$ cat src/rtl/vqdm_pkg.sv
// Shared types and codes for the virtqueue descriptor manager.
package vqdm_pkg;

   localparam logic [2:0] CMD_ALLOC      = 3'd0;
   localparam logic [2:0] CMD_FREE       = 3'd1;
   localparam logic [2:0] CMD_FREE_CHAIN = 3'd2;
   localparam logic [2:0] CMD_SET_LINK   = 3'd3;
   localparam logic [2:0] CMD_SUBMIT     = 3'd4;
   localparam logic [2:0] CMD_POP_USED   = 3'd5;
   localparam logic [2:0] CMD_REINIT     = 3'd6;

   localparam logic [1:0] STS_OK        = 2'd0;
   localparam logic [1:0] STS_NONE_FREE = 2'd1;
   localparam logic [1:0] STS_INVALID   = 2'd2;
   localparam logic [1:0] STS_EMPTY     = 2'd3;

   localparam int LINK_W = 17;

   typedef struct packed {
      logic clear;
      logic advance;
   } ring_ctrl_type;

   typedef struct packed {
      logic [1:0]  status;
      logic [7:0]  granted_index;
      logic [7:0]  ring_slot;
      logic [15:0] ring_index_after;
      logic [8:0]  freed_count;
      logic [15:0] notify_queue;
      logic        notify_valid;
   } rsp_type;

endpackage

$ cat src/rtl/vqdm_ram.sv
// Generic single-port-write, single-port-read RAM with registered read data.
module vqdm_ram #(
   parameter int WIDTH = 17,
   parameter int DEPTH = 8
) (
   input  logic                     clock,
   input  logic                     wr_en,
   input  logic [$clog2(DEPTH)-1:0] wr_addr,
   input  logic [WIDTH-1:0]         wr_data,
   input  logic                     rd_en,
   input  logic [$clog2(DEPTH)-1:0] rd_addr,
   output logic [WIDTH-1:0]         rd_data
);

   logic [WIDTH-1:0] mem_ff [DEPTH];
   logic [WIDTH-1:0] rd_data_ff;

   always_ff @(posedge clock) begin
      if (wr_en) begin
         mem_ff[wr_addr] <= wr_data;
      end
      if (rd_en) begin
         rd_data_ff <= mem_ff[rd_addr];
      end
   end

   assign rd_data = rd_data_ff;

endmodule

$ cat src/rtl/vqdm_ring_index.sv
// Ring index counter with its slot (index modulo descriptor count) tracked alongside.
module vqdm_ring_index
   import vqdm_pkg::*;
#(
   parameter int NUM_DESCRIPTORS = 8
) (
   input  logic                               clock,
   input  logic                               reset,
   input  ring_ctrl_type                      ctrl,
   output logic [15:0]                        index,
   output logic [$clog2(NUM_DESCRIPTORS)-1:0] slot
);

   localparam int IDX_W = $clog2(NUM_DESCRIPTORS);
   localparam logic [IDX_W-1:0] LAST_SLOT = IDX_W'(NUM_DESCRIPTORS - 1);

   logic [15:0]      index_ff, index_in;
   logic [IDX_W-1:0] slot_ff, slot_in;

   always_comb begin
      index_in = index_ff;
      slot_in  = slot_ff;
      if (ctrl.clear) begin
         index_in = '0;
         slot_in  = '0;
      end else if (ctrl.advance) begin
         index_in = index_ff + 16'd1;
         // 2^16 need not be a multiple of the ring size
         if (index_ff == 16'hFFFF || slot_ff == LAST_SLOT) begin
            slot_in = '0;
         end else begin
            slot_in = slot_ff + 1'b1;
         end
      end
   end

   always_ff @(posedge clock) begin
      if (reset) begin
         index_ff <= '0;
         slot_ff  <= '0;
      end else begin
         index_ff <= index_in;
         slot_ff  <= slot_in;
      end
   end

   assign index = index_ff;
   assign slot  = slot_ff;

endmodule

$ cat src/rtl/virtqueue_descriptor_manager.sv
// Split virtqueue descriptor manager: free map, link RAM, ring indexes, request sequencer.
// Alloc scans upward from descriptor 0 (one entry scanned a cycle) and grants the lowest free one.
// Free chain reads each link from the link RAM and stops at the chain's end or on an invalid one.
// One request in flight; the next is accepted once the response is loaded.
// Synchronous reset: all descriptors free, links cleared, indexes and queue number zero.
module virtqueue_descriptor_manager
   import vqdm_pkg::*;
#(
   parameter int NUM_DESCRIPTORS = 8
) (
   input  logic        clock,
   input  logic        reset,
   input  logic        csr_write_enable,
   input  logic [15:0] csr_write_data,
   input  logic        req_valid,
   output logic        req_stall,
   input  logic [2:0]  req_command,
   input  logic [15:0] req_desc_index,
   input  logic [15:0] req_link_next,
   input  logic        req_link_has_next,
   input  logic [15:0] req_device_used_idx,
   output logic        rsp_valid,
   input  logic        rsp_stall,
   output logic [1:0]  rsp_status,
   output logic [7:0]  rsp_granted_index,
   output logic [7:0]  rsp_ring_slot,
   output logic [15:0] rsp_ring_index_after,
   output logic [8:0]  rsp_freed_count,
   output logic [15:0] rsp_notify_queue,
   output logic        rsp_notify_valid
);

   localparam int IDX_W = $clog2(NUM_DESCRIPTORS);
   localparam logic [IDX_W-1:0] LAST_DESC = IDX_W'(NUM_DESCRIPTORS - 1);
   localparam logic [15:0] DESC_LIMIT = 16'(NUM_DESCRIPTORS);

   localparam logic [2:0] S_IDLE = 3'd0;
   localparam logic [2:0] S_SCAN = 3'd1;
   localparam logic [2:0] S_CHK  = 3'd2;
   localparam logic [2:0] S_LINK = 3'd3;
   localparam logic [2:0] S_DONE = 3'd4;

   logic [2:0]                 state_ff, state_in;
   logic [NUM_DESCRIPTORS-1:0] free_ff, free_in;
   logic [NUM_DESCRIPTORS-1:0] link_set_ff, link_set_in;
   logic [IDX_W-1:0]           scan_ff, scan_in;
   logic [15:0]                walk_ff, walk_in;
   logic [15:0]                queue_ff;
   rsp_type                    res_ff, res_in;
   rsp_type                    out_ff, out_in;
   logic                       out_valid_ff, out_valid_in;

   logic [IDX_W-1:0] probe;
   logic             probe_free, probe_link_set;
   logic             req_fire, out_load;
   logic             req_ok, walk_ok;

   logic             ram_wr_en, ram_rd_en;
   logic [LINK_W-1:0] ram_wr_data, ram_rd_data;
   logic             link_has;
   logic [15:0]      link_nxt;

   ring_ctrl_type    avail_ctrl, used_ctrl;
   logic [15:0]      avail_index, used_index;
   logic [IDX_W-1:0] avail_slot, used_slot;

   vqdm_ram #(
      .WIDTH (LINK_W),
      .DEPTH (NUM_DESCRIPTORS)
   ) u_link_ram (
      .clock   (clock),
      .wr_en   (ram_wr_en),
      .wr_addr (req_desc_index[IDX_W-1:0]),
      .wr_data (ram_wr_data),
      .rd_en   (ram_rd_en),
      .rd_addr (walk_ff[IDX_W-1:0]),
      .rd_data (ram_rd_data)
   );

   vqdm_ring_index #(
      .NUM_DESCRIPTORS (NUM_DESCRIPTORS)
   ) u_avail (
      .clock (clock),
      .reset (reset),
      .ctrl  (avail_ctrl),
      .index (avail_index),
      .slot  (avail_slot)
   );

   vqdm_ring_index #(
      .NUM_DESCRIPTORS (NUM_DESCRIPTORS)
   ) u_used (
      .clock (clock),
      .reset (reset),
      .ctrl  (used_ctrl),
      .index (used_index),
      .slot  (used_slot)
   );

   assign req_stall = (state_ff != S_IDLE);
   assign req_fire  = req_valid && !req_stall;
   assign out_load  = (state_ff == S_DONE) && (!out_valid_ff || !rsp_stall);
   assign req_ok    = (req_desc_index < DESC_LIMIT);
   assign walk_ok   = (walk_ff < DESC_LIMIT);
   assign ram_wr_data = {req_link_has_next, req_link_next};

   always_comb begin
      unique case (state_ff)
         S_SCAN:         probe = scan_ff;
         S_CHK, S_LINK:  probe = walk_ff[IDX_W-1:0];
         default:        probe = req_desc_index[IDX_W-1:0];
      endcase
   end

   assign probe_free     = free_ff[probe];
   assign probe_link_set = link_set_ff[probe];
   // a link never written since its descriptor was last cleared reads as zero
   assign link_has = probe_link_set & ram_rd_data[LINK_W-1];
   assign link_nxt = probe_link_set ? ram_rd_data[15:0] : 16'd0;

   always_comb begin
      state_in    = state_ff;
      free_in     = free_ff;
      link_set_in = link_set_ff;
      scan_in     = scan_ff;
      walk_in     = walk_ff;
      res_in      = res_ff;
      ram_wr_en   = 1'b0;
      ram_rd_en   = 1'b0;
      avail_ctrl  = '0;
      used_ctrl   = '0;
      unique case (state_ff)
         S_IDLE: begin
            if (req_fire) begin
               res_in   = '0;
               state_in = S_DONE;
               unique case (req_command)
                  CMD_ALLOC: begin
                     scan_in  = '0;
                     state_in = S_SCAN;
                  end
                  CMD_FREE: begin
                     if (req_ok && !probe_free) begin
                        free_in[probe]     = 1'b1;
                        link_set_in[probe] = 1'b0;
                        res_in.freed_count = 9'd1;
                     end else begin
                        res_in.status = STS_INVALID;
                     end
                  end
                  CMD_FREE_CHAIN: begin
                     walk_in  = req_desc_index;
                     state_in = S_CHK;
                  end
                  CMD_SET_LINK: begin
                     if (req_ok) begin
                        ram_wr_en          = 1'b1;
                        link_set_in[probe] = 1'b1;
                     end else begin
                        res_in.status = STS_INVALID;
                     end
                  end
                  CMD_SUBMIT: begin
                     avail_ctrl.advance      = 1'b1;
                     res_in.ring_slot        = 8'(avail_slot);
                     res_in.ring_index_after = avail_index + 16'd1;
                     res_in.notify_queue     = queue_ff;
                     res_in.notify_valid     = 1'b1;
                  end
                  CMD_POP_USED: begin
                     if (used_index == req_device_used_idx) begin
                        res_in.status           = STS_EMPTY;
                        res_in.ring_index_after = used_index;
                     end else begin
                        used_ctrl.advance       = 1'b1;
                        res_in.ring_slot        = 8'(used_slot);
                        res_in.ring_index_after = used_index + 16'd1;
                     end
                  end
                  CMD_REINIT: begin
                     free_in          = '1;
                     link_set_in      = '0;
                     avail_ctrl.clear = 1'b1;
                     used_ctrl.clear  = 1'b1;
                  end
                  default: begin
                  end
               endcase
            end
         end
         S_SCAN: begin
            if (probe_free) begin
               free_in[probe]       = 1'b0;
               res_in.granted_index = 8'(scan_ff);
               state_in             = S_DONE;
            end else if (scan_ff == LAST_DESC) begin
               res_in.status = STS_NONE_FREE;
               state_in      = S_DONE;
            end else begin
               scan_in = scan_ff + 1'b1;
            end
         end
         S_CHK: begin
            if (!walk_ok || probe_free) begin
               res_in.status = STS_INVALID;
               state_in      = S_DONE;
            end else begin
               ram_rd_en = 1'b1;
               state_in  = S_LINK;
            end
         end
         S_LINK: begin
            free_in[probe]     = 1'b1;
            link_set_in[probe] = 1'b0;
            res_in.freed_count = res_ff.freed_count + 9'd1;
            if (link_has) begin
               walk_in  = link_nxt;
               state_in = S_CHK;
            end else begin
               state_in = S_DONE;
            end
         end
         S_DONE: begin
            if (out_load) begin
               state_in = S_IDLE;
            end
         end
         default: begin
            state_in = S_IDLE;
         end
      endcase
   end

   assign out_in       = out_load ? res_ff : out_ff;
   assign out_valid_in = out_load || (out_valid_ff && rsp_stall);

   always_ff @(posedge clock) begin
      if (reset) begin
         state_ff     <= S_IDLE;
         free_ff      <= '1;
         link_set_ff  <= '0;
         queue_ff     <= '0;
         out_valid_ff <= 1'b0;
      end else begin
         state_ff     <= state_in;
         free_ff      <= free_in;
         link_set_ff  <= link_set_in;
         out_valid_ff <= out_valid_in;
         if (csr_write_enable) begin
            queue_ff <= csr_write_data;
         end
      end
   end

   always_ff @(posedge clock) begin
      scan_ff <= scan_in;
      walk_ff <= walk_in;
      res_ff  <= res_in;
      out_ff  <= out_in;
   end

   assign rsp_valid            = out_valid_ff;
   assign rsp_status           = out_ff.status;
   assign rsp_granted_index    = out_ff.granted_index;
   assign rsp_ring_slot        = out_ff.ring_slot;
   assign rsp_ring_index_after = out_ff.ring_index_after;
   assign rsp_freed_count      = out_ff.freed_count;
   assign rsp_notify_queue     = out_ff.notify_queue;
   assign rsp_notify_valid     = out_ff.notify_valid;

endmodule

$ cat config.mk
export PLATFORM = sky130hd
export DESIGN_NAME = virtqueue_descriptor_manager
export DESIGN_NICKNAME = d
export VERILOG_FILES = /design/src/rtl/vqdm_pkg.sv /design/src/rtl/vqdm_ram.sv /design/src/rtl/vqdm_ring_index.sv /design/src/rtl/virtqueue_descriptor_manager.sv
export SDC_FILE = /design/constraint.sdc
export NUM_CORES = 1
export LEC_CHECK = 0
export ABC_AREA = 1
export BUFFER_PORTS_ARGS = -buffer_cell sky130_fd_sc_hd__buf_4
export CORE_MARGIN = 4
export CORE_UTILIZATION = 55
export CTS_CLUSTER_DIAMETER = 100
export DETAILED_ROUTE_END_ITERATION = 10
export HOLD_SLACK_MARGIN = 0.08
export PLACE_DENSITY = 0.75
export RECOVER_POWER = 50
export SYNTH_ARGS = -nofsm -noshare
export SYNTH_HDL_FRONTEND = slang
export SYNTH_SLANG_ARGS = --single-unit
$ cat constraint.sdc
create_clock -name clock -period 4.68 [get_ports clock]
set_input_delay 1.404 -clock clock [delete_from_list [all_inputs] [get_ports clock]]
set_output_delay 1.404 -clock clock [all_outputs]
set_load 0.02 [all_outputs]
After elaboration in Yosys (flattened, before gate mapping)
Memory sizes are Yosys's and may differ from the RTL's. A register that Yosys moved wholly into a read port is not among the register bits.
Index checks and enable logic that the tools add are counted.
{ "op_classes": {"add_sub_neg": 6, "magnitude_cmp": 4, "n_eq_ne": 31, "mux": 71, "n_bitwise": 6, "n_reduce_logical": 34} }
{ "op_table": {"columns": ["op", "count"], "rows": [
  ["$mux W16", 5],
  ["$mux W60", 1],
  ["$mux W8", 7],
  ["$pmux W24 S2", 1],
  ["$pmux W8 S2", 3],
  ["$pmux W8 S3", 2],
  ["$mux W3", 13],
  ["$add A16 B1 Y16 const B", 2],
  ["$eq A16 B16 Y1 const B", 2],
  ["$lt A16 B4 Y1 const B", 2],
  ["$pmux W16 S2", 1],
  ["$eq A3 B3 Y1 const B", 7],
  ["$mux W2", 10],
  ["$reduce_and A5 Y1", 4],
  ["$pmux W3 S2", 3],
  ["$pmux W9 S2", 1],
  ["$mux W17", 1],
  ["$and A8 B8 Y8", 2],
  ["$eq A16 B16 Y1", 1],
  ["$mux W1", 16],
  ["$ne A2 B2 Y1 const B", 8],
  ["$or A8 B8 Y8", 2],
  ["$pmux W3 S5", 1],
  ["$eq A3 B2 Y1 const B", 4],
  ["other kinds (25)", 53]
]} }
{ "totals": {"reg_bits": 213, "mem_bits_rw": 136, "in_bits": 73, "out_inout_bits": 62, "word_cells": 178, "n_memories": 1} }
{ "mem_list": {"columns": ["memory", "words", "width", "read_ports", "rd_ports_with_merged_regs", "wr", "line_no", "text"], "rows": [
  ["u_link_ram.mem_ff", 8, 17, 1, 1, 1, "vqdm_ram.sv:15", "logic [WIDTH-1:0] mem_ff [DEPTH];"]
]} }

Logic depth before layout (Yosys ltp)
{ "depth": {"depth_word": 13, "ltp_mapped": 16, "ltp_nobuf": 15} }

Hierarchy
From an unflattened synthesis, not the netlist that was laid out.
{ "unflattened": {"cells_unflattened": 1750, "area_unflattened_um2": 16189.3} }
{ "modules_own_cells": {"columns": ["module", "n_inst", "cells_per_inst", "area_each_um2", "seq_area_each_um2"], "rows": [
  ["virtqueue_descriptor_manager", 1, 834, 7632.3, 4294.1],
  ["vqdm_ram", 1, 623, 6502.5, 4594.4],
  ["vqdm_ring_index (u_avail)", 1, 145, 1032.2, 380.4],
  ["vqdm_ring_index (u_used)", 1, 148, 1022.2, 380.4]
]} }

Worst setup path after synthesis
No wires, ideal clock.
{ "synth_timing": {"kind": "input to register", "start": "input port req_valid", "end": "memory u_link_ram.mem_ff[4][0], enable pin", "setup_ns": 0.413, "t_arrival_ns": 3.749, "required_ns": 4.267, "slack_ns": 0.519, "path_stages": 6, "path_buffers": 0, "path_cell_list": "inv_1 > nor2_4 > inv_2 > nor2_1 > nand3_1 > nor3_1"} }
{ "synth_via": {"elab_chain_len": 5} }
{ "synth_lines": {"columns": ["item", "line_no", "text"], "rows": [
  ["start, declared", "virtqueue_descriptor_manager.sv:15", "input logic req_valid,"],
  ["$logic_and A1 B1 Y1", "virtqueue_descriptor_manager.sv:101", "assign req_fire = req_valid && !req_stall;"],
  ["$mux W1", "virtqueue_descriptor_manager.sv:134", "if (req_fire) begin"],
  ["$mux W1", "virtqueue_descriptor_manager.sv:132", "unique case (state_ff)"],
  ["$mux W1", "vqdm_ram.sv:19", "if (wr_en) begin"],
  ["$mux W1 (implied by the code)", "vqdm_ram.sv:20", "mem_ff[wr_addr] <= wr_data;"],
  ["end, declared", "vqdm_ram.sv:15", null]
]} }
No other way between the ends.

Worst setup path in the final report
{ "layout_timing": {"start": "input port rsp_stall", "end": "register out_ff (netlist bit rsp_ring_index_after[9]), enable pin"} }
{ "layout_via": {"elab_chain_len": 3} }
{ "layout_lines": {"columns": ["item", "line_no", "text"], "rows": [
  ["start, declared", "virtqueue_descriptor_manager.sv:23", "input logic rsp_stall,"],
  ["$logic_not A1 Y1", "virtqueue_descriptor_manager.sv:102", "assign out_load = (state_ff == S_DONE) && (!out_valid_ff || !rsp_stall);"],
  ["$logic_or A1 B1 Y1", "virtqueue_descriptor_manager.sv:102", null],
  ["$logic_and A1 B1 Y1", "virtqueue_descriptor_manager.sv:102", null],
  ["net out_load", "virtqueue_descriptor_manager.sv:55", "logic req_fire, out_load;"],
  ["end signal, assigned", "virtqueue_descriptor_manager.sv:259", "out_ff <= out_in;"],
  ["end, declared", "virtqueue_descriptor_manager.sv:50", "rsp_type out_ff, out_in;"]
]} }
The timed path passes the listed nets, and every way through them passes these cells.
A chain may end at the register's enable or synchronous reset.

==> results_dict.tcl <==
set metrics [dict create \
    routed_wl_mm 33.0 \
    number_of_detailed_route_iterations_in_the_first_pass 5 \
    globalRoute.totalOverflow 0 \
    internal-power_mw 5.46 \
    syn_avg_cell_area_um2 10.7 \
    number_of_cells_on_the_worst_reg_to_reg_path 10 \
    dp_cells 1798 \
    ys_seq_area_share_pct 65.7 \
    pin_count_of_the_biggest_net_entering_global_routing 70 \
    relSlewSlack_pct -33.6 \
    timing.rr.end "res_ff[59]" \
    outcome "finished, violations left" \
    worstHoldEndpoint "rsp_notify_queue[10]" \
    io_buffers 124 \
    cts_tree "built" \
    clock_tree.buffer_depth 3 \
    finalHoldViolations 0 \
    antenna_cells_inserted 0 \
    post-route-drc-count 0 \
    drt-initial-drc-count 966 \
    reg2reg_from "state_ff[0]" \
    number_of_setup_violations_in_the_final_report 0 \
    p_leak_nw 6.26 \
    viasPerCell 5.52 \
    critical_path.cell_chain "clkbuf_4, nand2_1, inv_1, nor2_1, buf_4" \
    synth_xor_area_share_pct 2.32 \
    dp.final_hpwl_mm 22.2 \
    fin_crit_ns 3.54 \
    core_area_um2 26200 \
    setup.worst_path.end_class "flop" \
    path_buf_inv 3 \
    finalCritPeriodShare_pct 75.6 \
    synth_fa_ha_area_share_pct 0.766 \
    cap_violations 1 \
    design_power_total_mw 7.14 \
    mappedNetlistArea_um2 14700 \
    drive_above_1_share_pct 12.3 \
    initial_antenna_violation_count 0 \
    die_area_um2 29400 \
    yosys_register_bits 346 \
    cts_inserted_buffers 37 \
    hold_path_class "flop to flop" \
    clockRootBuffer "sky130_fd_sc_hd__clkbuf_16" \
    share_seq_of_total_power_pct 49.2 \
    finish.cell_count_without_fillers 1866 \
    number_of_top_level_pins 135 \
    commonest_register_cell_after_synthesis "sky130_fd_sc_hd__edfxtp_1" \
    syn-instance-count 1375 \
    p_sw_share_pct 23.5 \
    worstSetupStartpoint "rsp_stall" \
    clock_tree.htree_level_count 2 \
    num_vias 10300 \
    synth_cell_types 49 \
    synth_top_family_by_area "simple AND/OR/NAND/NOR gates" \
    post_cts_hold_buffer_count 0 \
    irDropWorstVdd_v 0.000343 \
    numClockSinks 346 \
    fmax_mhz 283 \
    required_ns 4.87 \
    post-route-util_pct 64.9 \
    grt_setup_unrepaired "no" \
    grt_usage_pct 22.2 \
    crit_path_start_kind "input pin" \
    p_switching_mw 1.68 \
    row_count 59 \
    hold_slack_ns 0.411 \
    skew_ns 0.0243 \
    grt_pass1_vias 9836 \
    worst_skew_pair.late_latency_ns 0.53 \
    pwr-share-clk_pct 42.4 \
    failed_checks "capacitance limit, slew limit" \
    post_synth_arst_share_pct 0 \
    critPathMaxFanout 23 \
    grt_first_pass_wirelength_mm 51.6 \
    criticalPathCategory "input pin to flop" \
    worst_hold_startpoint "res_ff[11]" \
    yosys-mux-area-fraction_pct 0 \
    comb_power_share_pct 8.5 \
    layout.cells.most_common "sky130_fd_sc_hd__edfxtp_1" \
    setup-tns-final_ns 0 \
    critical-path-slowest-cell "sky130_fd_sc_hd__nor2_1" \
    fill_cells 2015 \
    chipHeight_um 171 \
    clkSlewWorstSetupHoldPaths_ns 0.06 \
    synth_compound_area_share_pct 11.0 \
    timing.reg2reg.setup_slack_ns 1.31 \
    worstMarginPinSlew_ns 2.00 \
    avgRoutedWirePerCell_um 17.7 \
    synth-warning-count 0 \
    cp_slowest_stage_delay_ns 1.48 \
    worst-endpoint-arrival_ns 3.73 \
    final_net_count 1584 \
    commonest_non_fill_non_tap_cells_in_the_layout "sky130_fd_sc_hd__edfxtp_1, sky130_fd_sc_hd__nor2_1, sky130_fd_sc_hd__nand2_1" \
    max_slew_vio_count 21 \
    place.gp.congestion 0.919 \
    power.density_nw_per_um2 420 \
    start_util_pct 56.1 \
    synth_edf_count 272 \
    yosys.area_share.simple_pct 15.3 \
    areaGrowthSynthToFinish_pct 15.8 \
    die_w_um 171 \
    cp_num_cells 5 \
    post_cts_resize_count 0 \
    detail-route-antenna-nets 0 \
    critPathTopFamily "simple AND/OR/NAND/NOR gates" \
    worst_hold_path.num_cells 0 \
    postCtsSetupRepairBufs 0 \
]
[state kept, by name, summed over array words and instances (netlist names), 8 cells and up]
register and flops:
u_link_ram.mem_ff 136, res_ff 50, u_link_ram.rd_data 17, queue_ff 16, rsp_notify_queue 16, rsp_ring_index_after 16
u_avail.index 16, u_used.index 16, walk_ff 16, rsp_freed_count 9, free_ff 8, link_set_ff 8
[metrics by stage]
| stage | instance area, um2 | setup slack [ns] |
|---|---|---|
| after CTS | 17300 | 1.54 |
| after global placement | 16000 | 1.02 |
| final | 17000 | 1.14 |
| after global routing | 17000 | 0.990 |
| after floorplan | 14700 | 0.519 |
| after detailed placement | 16000 | 0.992 |
[final cells by class]
type / instances / area [um2] / share of cell area (%)
well taps: 335 / 419 / 2.46
multi-input cells: 860 / 4350 / 25.6
repair buffers: 145 / 871 / 5.12
clock inverters: 23 / 309 / 1.82
flip-flops and latches: 346 / 9650 / 56.7
clock buffers: 45 / 996 / 5.85
inverters: 112 / 420 / 2.47
[per-layer routing]
layer / part of all wire (%) / wire length [um] / track usage (%)
met1: 43 / 14100 / 31.3
met2: 48 / 15800 / 35.8
met3: 7.4 / 2450 / 3.88
met4: 2.4 / 783 / 6.41
met5: 0 / 0 / 0
[power by group through the flow]
| stage | Combinational, mW | Clock (mW) | Sequential, mW |
|---|---|---|---|
| after floorplan | 0.364 | 0 | 3.60 |
| after global placement | 0.622 | 0 | 3.57 |
| after detailed placement | 0.633 | 0 | 3.58 |
| after CTS | 0.636 | 3.08 | 3.51 |
| after global routing | 0.670 | 3.22 | 3.52 |
| final | 0.605 | 3.03 | 3.51 |
[worst max-delay path by stage]
stage | end | slack [ns]
floorplan | u_link_ram.mem_ff[4][0] | 0.52
global placement | res_ff[58] | 1.02
detailed placement | res_ff[58] | 0.99
CTS | res_ff[59] | 1.54
global route | rsp_ring_index_after[2] | 0.99
finish | rsp_ring_index_after[9] | 1.14
[cell usage after synthesis (2+ instances only)]
master / instances / area [um2]
sky130_fd_sc_hd__ha_1: 9 / 113
sky130_fd_sc_hd__dfxtp_1: 74 / 1480
sky130_fd_sc_hd__nor3_2: 2 / 20.0
sky130_fd_sc_hd__nand3_4: 3 / 52.6
sky130_fd_sc_hd__nor4_1: 6 / 37.5
sky130_fd_sc_hd__a22o_1: 2 / 17.5
sky130_fd_sc_hd__o221ai_1: 7 / 61.3
sky130_fd_sc_hd__nand4_1: 16 / 100
sky130_fd_sc_hd__inv_2: 10 / 37.5
sky130_fd_sc_hd__o22ai_1: 18 / 113
sky130_fd_sc_hd__a21o_1: 6 / 45.0
sky130_fd_sc_hd__o211ai_1: 10 / 75.1
sky130_fd_sc_hd__nor3_1: 19 / 95.1
sky130_fd_sc_hd__inv_1: 99 / 372
sky130_fd_sc_hd__nor2_4: 4 / 45.0
sky130_fd_sc_hd__o21ai_0: 142 / 711
sky130_fd_sc_hd__xnor2_1: 20 / 175
sky130_fd_sc_hd__nand3_1: 63 / 315
sky130_fd_sc_hd__xor2_1: 19 / 166
sky130_fd_sc_hd__a21oi_1: 73 / 365
sky130_fd_sc_hd__nand2_4: 4 / 45.0
sky130_fd_sc_hd__buf_6: 2 / 22.5
sky130_fd_sc_hd__clkinv_1: 3 / 11.3
sky130_fd_sc_hd__nand2_2: 3 / 18.8
sky130_fd_sc_hd__a211oi_1: 3 / 22.5
sky130_fd_sc_hd__edfxtp_1: 272 / 8170
sky130_fd_sc_hd__buf_4: 10 / 75.1
sky130_fd_sc_hd__a31oi_1: 18 / 113
sky130_fd_sc_hd__nand2_1: 181 / 679
sky130_fd_sc_hd__nor2_1: 207 / 777
sky130_fd_sc_hd__buf_2: 8 / 40.0
sky130_fd_sc_hd__clkbuf_1: 45 / 169
[kinds of logic (layout without fill, tap and decap cells)]
kind of cell | after synthesis | in the layout
and+or+nand+nor | 514 | 514
other | 1 | 10
buffers and inverters | 178 | 325
DFF | 346 | 346
xor gates and xnor gates | 39 | 39
AOI/OAI and AO/OA | 288 | 288
adders and majority gates | 9 | 9
(Power assumes the default switching activity.)
